File: config.mk
export PLATFORM = sky130hd
export DESIGN_NAME = qte_scale
export DESIGN_NICKNAME = d
export VERILOG_FILES = /design/src/qte_pkg.sv /design/src/qte_scale.sv
export SDC_FILE = /design/constraint.sdc
export NUM_CORES = 2
export LEC_CHECK = 0
export BUFFER_PORTS_ARGS = -buffer_cell sky130_fd_sc_hd__buf_4
export CORE_MARGIN = 5
export CORE_UTILIZATION = 65
export CTS_CLUSTER_SIZE = 24
export DETAILED_ROUTE_END_ITERATION = 8
export PLACE_DENSITY_LB_ADDON = 0.08
export SYNTH_ARGS = -nofsm -noshare
export SYNTH_HDL_FRONTEND = slang
export SYNTH_SLANG_ARGS = --single-unit
File: constraint.sdc
create_clock -name clock -period 16.76 [get_ports clock]
set_input_delay 5.028 -clock clock [delete_from_list [all_inputs] [get_ports clock]]
set_output_delay 5.028 -clock clock [all_outputs]
set_load 0.03 [all_outputs]
File: src/qte_pkg.sv
// ----------------------------------------------------------------------------
// qte_pkg
// Shared constants, lane numbering and the arctangent table for the
// quaternion to Euler angle pipeline.
// ----------------------------------------------------------------------------
package qte_pkg;

   // Angle accumulator: radians times 2^30, with sign and headroom.
   localparam int ZW           = 34;
   localparam int ANGLE_W      = 16;
   localparam int ATAN_ENTRIES = 24;

   // The squared norm is halved until it fits in this many bits.
   localparam int NORM_BITS = 31;
   // Root bits of a product of two values below 2^32 that stays below 2^62.
   localparam int SQRT_BITS = 31;
   localparam int REM_W     = 2 * SQRT_BITS + 2;

   localparam logic signed [ZW-1:0] HALF_PI_Q30     = 34'sd1686629713;
   localparam logic signed [23:0]   DEG_PER_RAD_Q16 = 24'sd3754936;

   localparam int LANES      = 3;
   localparam int LANE_YAW   = 0;
   localparam int LANE_PITCH = 1;
   localparam int LANE_ROLL  = 2;

   // atan(2^-idx) in radians times 2^30, rounded to nearest.
   function automatic logic signed [ZW-1:0] atan_q30(input int idx);
      logic signed [ZW-1:0] v;
      case (idx)
         0:  v = 34'sd843314857;
         1:  v = 34'sd497837829;
         2:  v = 34'sd263043837;
         3:  v = 34'sd133525159;
         4:  v = 34'sd67021687;
         5:  v = 34'sd33543516;
         6:  v = 34'sd16775851;
         7:  v = 34'sd8388437;
         8:  v = 34'sd4194283;
         9:  v = 34'sd2097149;
         10: v = 34'sd1048576;
         11: v = 34'sd524288;
         12: v = 34'sd262144;
         13: v = 34'sd131072;
         14: v = 34'sd65536;
         15: v = 34'sd32768;
         16: v = 34'sd16384;
         17: v = 34'sd8192;
         18: v = 34'sd4096;
         19: v = 34'sd2048;
         20: v = 34'sd1024;
         21: v = 34'sd512;
         22: v = 34'sd256;
         23: v = 34'sd128;
         default: v = '0;
      endcase
      return v;
   endfunction

endpackage

File: src/qte_scale.sv
// ----------------------------------------------------------------------------
// qte_scale
// Converts the radian accumulators to output units with rounding and
// saturation; two stages, the second one is the response register.
// ----------------------------------------------------------------------------
module qte_scale
   import qte_pkg::*;
(
   input  logic                      clock,
   input  logic                      reset,
   input  logic                      en,
   input  logic                      in_valid,
   input  logic                      in_tag,
   input  logic                      degree_mode,
   input  logic signed [ZW-1:0]      in_z [LANES],
   output logic                      out_valid,
   output logic                      out_tag,
   output logic signed [ANGLE_W-1:0] angle[LANES]
);
   localparam int PW = ZW + 24;
   localparam logic signed [PW-1:0] MAX_V = PW'(32767);
   localparam logic signed [PW-1:0] MIN_V = -PW'(32768);

   logic                 v1_ff, v2_ff, tag1_ff, tag2_ff, mode1_ff;
   logic signed [PW-1:0] prod_ff[LANES];
   logic signed [ZW-1:0] z1_ff  [LANES];
   logic signed [PW-1:0] val    [LANES];
   logic signed [ANGLE_W-1:0] angle_ff[LANES];

   always_ff @(posedge clock) begin
      if (reset) begin
         v1_ff <= 1'b0;
         v2_ff <= 1'b0;
      end else if (en) begin
         v1_ff <= in_valid;
         v2_ff <= v1_ff;
      end
   end

   always_ff @(posedge clock) begin
      if (en) begin
         tag1_ff  <= in_tag;
         mode1_ff <= degree_mode;
         for (int l = 0; l < LANES; l++) begin
            prod_ff[l] <= PW'(in_z[l]) * PW'(DEG_PER_RAD_Q16);
            z1_ff[l]   <= in_z[l];
         end
      end
   end

   always_comb begin
      for (int l = 0; l < LANES; l++) begin
         if (mode1_ff) val[l] = (prod_ff[l] + (PW'(1) <<< 38)) >>> 39;
         else          val[l] = (PW'(z1_ff[l]) + (PW'(1) <<< 16)) >>> 17;
      end
   end

   always_ff @(posedge clock) begin
      if (en) begin
         tag2_ff <= tag1_ff;
         for (int l = 0; l < LANES; l++) begin
            if (val[l] > MAX_V)      angle_ff[l] <= MAX_V[ANGLE_W-1:0];
            else if (val[l] < MIN_V) angle_ff[l] <= MIN_V[ANGLE_W-1:0];
            else                     angle_ff[l] <= val[l][ANGLE_W-1:0];
         end
      end
   end

   assign out_valid = v2_ff;
   assign out_tag   = tag2_ff;
   assign angle     = angle_ff;
endmodule

-- Word level (Yosys, flattened, before mapping)
Memories as Yosys holds them, arrays and structs flattened.
Cells that the tools add are included.
- bits in registers: 53
- latch bits: 0
- bits in writable memories: 267
- bits in read-only memories: 0
- bits of input ports: 108
- output and inout port bits: 50
- word-level logic and storage cells: 33
- memories: 2
- memory list (name ; words ; width ; rd ports ; clocked after Yosys merged registers in ; write ports ; line ; source):
    prod_ff ; 3 ; 55 ; 3 ; 0 ; 3 ; qte_scale.sv:25 ; logic signed [PW-1:0] prod_ff[LANES];
    z1_ff ; 3 ; 34 ; 3 ; 0 ; 3 ; qte_scale.sv:26 ; logic signed [ZW-1:0] z1_ff [LANES];
- add/subtract/negate cells: 6
- $mul: 3
- div/mod/pow operators: 0
- $lt $le $gt $ge: 6
- equality and inequality tests: 0
- shift-type cells: 0
- mux-type cells: 8
- bitwise operators: 0
- reductions and logical operators: 0
- operators with widths (cell ; number):
    adder 58 x 40 -> 58 bit (second input constant) ; 3
    > comparator 58 x 16 -> 1 bit (second input constant) ; 3
    less-than comparator 58 x 16 -> 1 bit (second input constant) ; 3
    two-way mux 58 bit ; 3
    multiplier 34 x 20 -> 54 bit (second input constant) ; 3
    adder 34 x 18 -> 35 bit (second input constant) ; 3
    two-way mux 16 bit ; 3
    two-way mux 1 bit ; 2

-- Logic depth before layout (Yosys ltp)
An unclocked memory read counts as a cell.
- depth after elaboration: 5
- depth in mapped cells: 27
- mapped depth without buffers: 26

-- Least setup slack after synthesis
No wires, ideal clock.
- path type: input to register
- from: input port in_z[101] (netlist bit)
- to: memory prod_ff[0][52] (netlist bit) (data pin)
- library setup time: 0.180 ns
- arrival time: 11.304 ns
- data required time: 16.580 ns
- slack: 5.276 ns
- cell stages on the path: 19
- buffers on the path: 1
- cells stage by stage: clkbuf_1 > clkinv_1 > fa_1 > inv_1 > fa_1 > fa_1 > fa_1 > inv_1 > fa_1 > inv_1 > ha_1 > nand4_1 > nand3_1 > a21boi_0 > nand2_1 > o311ai_2 > o211ai_2 > a21bo_2 > a221oi_1
- RTL lines (what ; line ; source):
    from (decl) ; qte_scale.sv:15 ; input logic signed [ZW-1:0] in_z [LANES],
    to (decl) ; qte_scale.sv:25 ;

==> flow_summary.ini <==
[outcome]
status = complete, no violations

[cts]
cts.path.max_buffers = 2
cts.sinks = 164
cts_tree = done
postCtsHoldBufs = 0
cts_resized = 0
clk_pin_slew_ns = 0.07
cts-root-buf = clkbuf_16
h-tree-depth = 4
worst_skew_pair.late_latency_ns = 0.47
cts_setup_buffers = 0
cts_inserted_buffers = 17

[setup_path]
cp_max_fo = 53
startpoint_type = input pin
worstSetupPathType = input pin to flop
critPathRequiredTime_ns = 17.03
cp.arrival_ns = 12.04
critPathCaptureType = flop

[routing]
num_vias = 31738
first_pass_iters = 6
antenna_left = 0
drc_errors = 0
wire_per_inst_um = 19.53
drt-total-wl_um = 112700
drt_iter0_markers = 1609
via_per_inst = 5.501

[cells_and_area]
fillers = 5707
diodes = 0
synthToLayoutAreaGrowth_pct = 5.986
finalNonFillerCells = 5769
final_core_util = 0.6934
drive_gt1_frac = 0.04636
multiInputGateArea_sq_mm = 0.03758
ff_latch_area_sq_mm = 0.004905
nNetsFinal = 6662

[sta]
hold_ws_ns = 0.4209
fmax_ghz = 0.08493
hold_viol = 0
drv_slew = 0
max-slew-margin-rel = 0.1494
rsz0062_at_grt = no
skew_ns = 0.02075
setup_viol = 0
finalCritPeriodShare = 0.7025
finalSetupTns_ns = 0
fin_crit_ns = 11.77
max_slew.worst_pin.slew_ns = 1.273

[global_route]
grt-ovfl-total = 0
grt_pass1_vias = 34759
grt_pass1_wl_um = 183800
antenna_found_initial = 0
grt_max_degree = 87
grt_use_total = 0.2992

[die]
core_area_sq_mm = 0.07283
start_util = 0.6543
die_h_um = 280.8
ios = 158
row_count = 99
die-area_sq_mm = 0.07883
die_w_um = 280.8

[logic_synthesis]
synth_seq_area_share = 0.1029
synth_cell_type_count = 78
synth_edf_count = 162
syn-num-nets = 6528
yosysMostFrequentCell = inv_1
yosys.area.top_type = fa_1
async_flop_share = 0
yosysWarnings = 0
synth_area_leaders = fa_1 39%, ha_1 22%, inv_1 10%
synth_commonest_cells = 1325 x inv_1, 924 x fa_1, 833 x ha_1
avgSynthCellArea_sq_um = 10.22
synth_seq_cells = 164
syn_inst = 4663
synth_ff_type = edfxtp_1
synth_top_area_frac = 0.3882
netlist_area_sq_mm = 0.04765

[place]
port_buffers = 157
hpwlAfterDp_um = 99150
dp.cells = 5737
place_congestion = 0.9819

[run]
cap_violations = 0

[min_path]
hold_path.class = flop to flop
[path summary, 6_finish.rpt]
kind	from	end	slack, ns	cells after the start
setup / recovery	in_z[101]	prod_ff[0][52]$_DFFE_PP_	4.99	19
hold / removal	tag1_ff$_DFFE_PP_	out_tag$_DFFE_PP_	0.42	0
hold reg to reg	tag1_ff$_DFFE_PP_	out_tag$_DFFE_PP_	0.42	0
setup reg to reg	prod_ff[0][35]$_DFFE_PP_	angle[44]$_SDFFCE_PN1P_	13.07	9
[per-layer routing]
layer	wire, um	vias to the layer above	GRT usage
li1	-	14898	-
met1	46880	15808	0.3951
met2	55390	850	0.5134
met3	6879	182	0.05616
met4	3510	0	0.07997
met5	0	-	0
[registers in the layout, summed over array words and instances, names as in the netlist]
signal / cells
angle: 48
mode1_ff: 1
out_tag: 1
out_valid: 1
prod_ff: 57
tag1_ff: 1
v1_ff: 1
z1_ff: 54
[per-stage QoR]
| step | worst slack [ns] | instance area (sq um) |
|---|---|---|
| after global routing | 4.382 | 50510 |
| after floorplan | 5.276 | 47650 |
| after detailed placement | 4.496 | 49920 |
| final | 4.986 | 50510 |
| after CTS | 4.955 | 50510 |
| after global placement | 4.622 | 49920 |
[worst max-delay path, cell delays in order]
cell	delay (ns)
buf_4	0.52
clkinv_1	0.96
fa_1	0.84
inv_1	0.05
fa_1	0.52
fa_1	0.44
fa_1	0.54
inv_1	0.06
fa_1	0.50
inv_1	0.04
ha_1	0.38
nand4_1	0.23
nand3_1	0.14
a21boi_0	0.37
nand2_1	0.19
o311ai_2	0.51
o211ai_2	0.17
a21bo_2	0.25
a221oi_1	0.26
[cell usage in the layout, fill, tap and decap left out, drive strengths merged, types with 28 or more instances in the layout]
cell type,n
fa,924
and3,34
nor3,28
edfxtp,162
ha,833
xor2,167
inv,1331
nand4,32
nand3,80
buf,167
nor2,104
o21ai,124
nand2,131
xnor2,131
a21oi,207
a21o,94
[kinds of logic (layout without fill, tap and decap cells)]
| family | Yosys count | after routing | synth area share |
|---|---|---|---|
| AO/OA/AOI/OAI | 555 | 555 | 0.07231 |
| XOR/XNOR | 298 | 298 | 0.05477 |
| adder cells (fa/ha/maj) | 1757 | 1757 | 0.6069 |
| buffers and inverters | 1378 | 1525 | 0.1086 |
| flip-flops | 164 | 164 | 0.1029 |
| multiplexers | 25 | 25 | 0.005277 |
| AND/OR/NAND/NOR | 486 | 486 | 0.04926 |
[final cells by class]
type,instances,share of cell area
clock buffers,18,0.008497
clock inverters,14,0.003146
inverters,1326,0.09855
multi-input cells,3121,0.7440
flip-flops and latches,164,0.09711
well taps,959,0.02376
repair buffers,167,0.02490
Power is not shown: default switching activity piles up to over one toggle a cycle in this logic, so the estimate is an artifact.
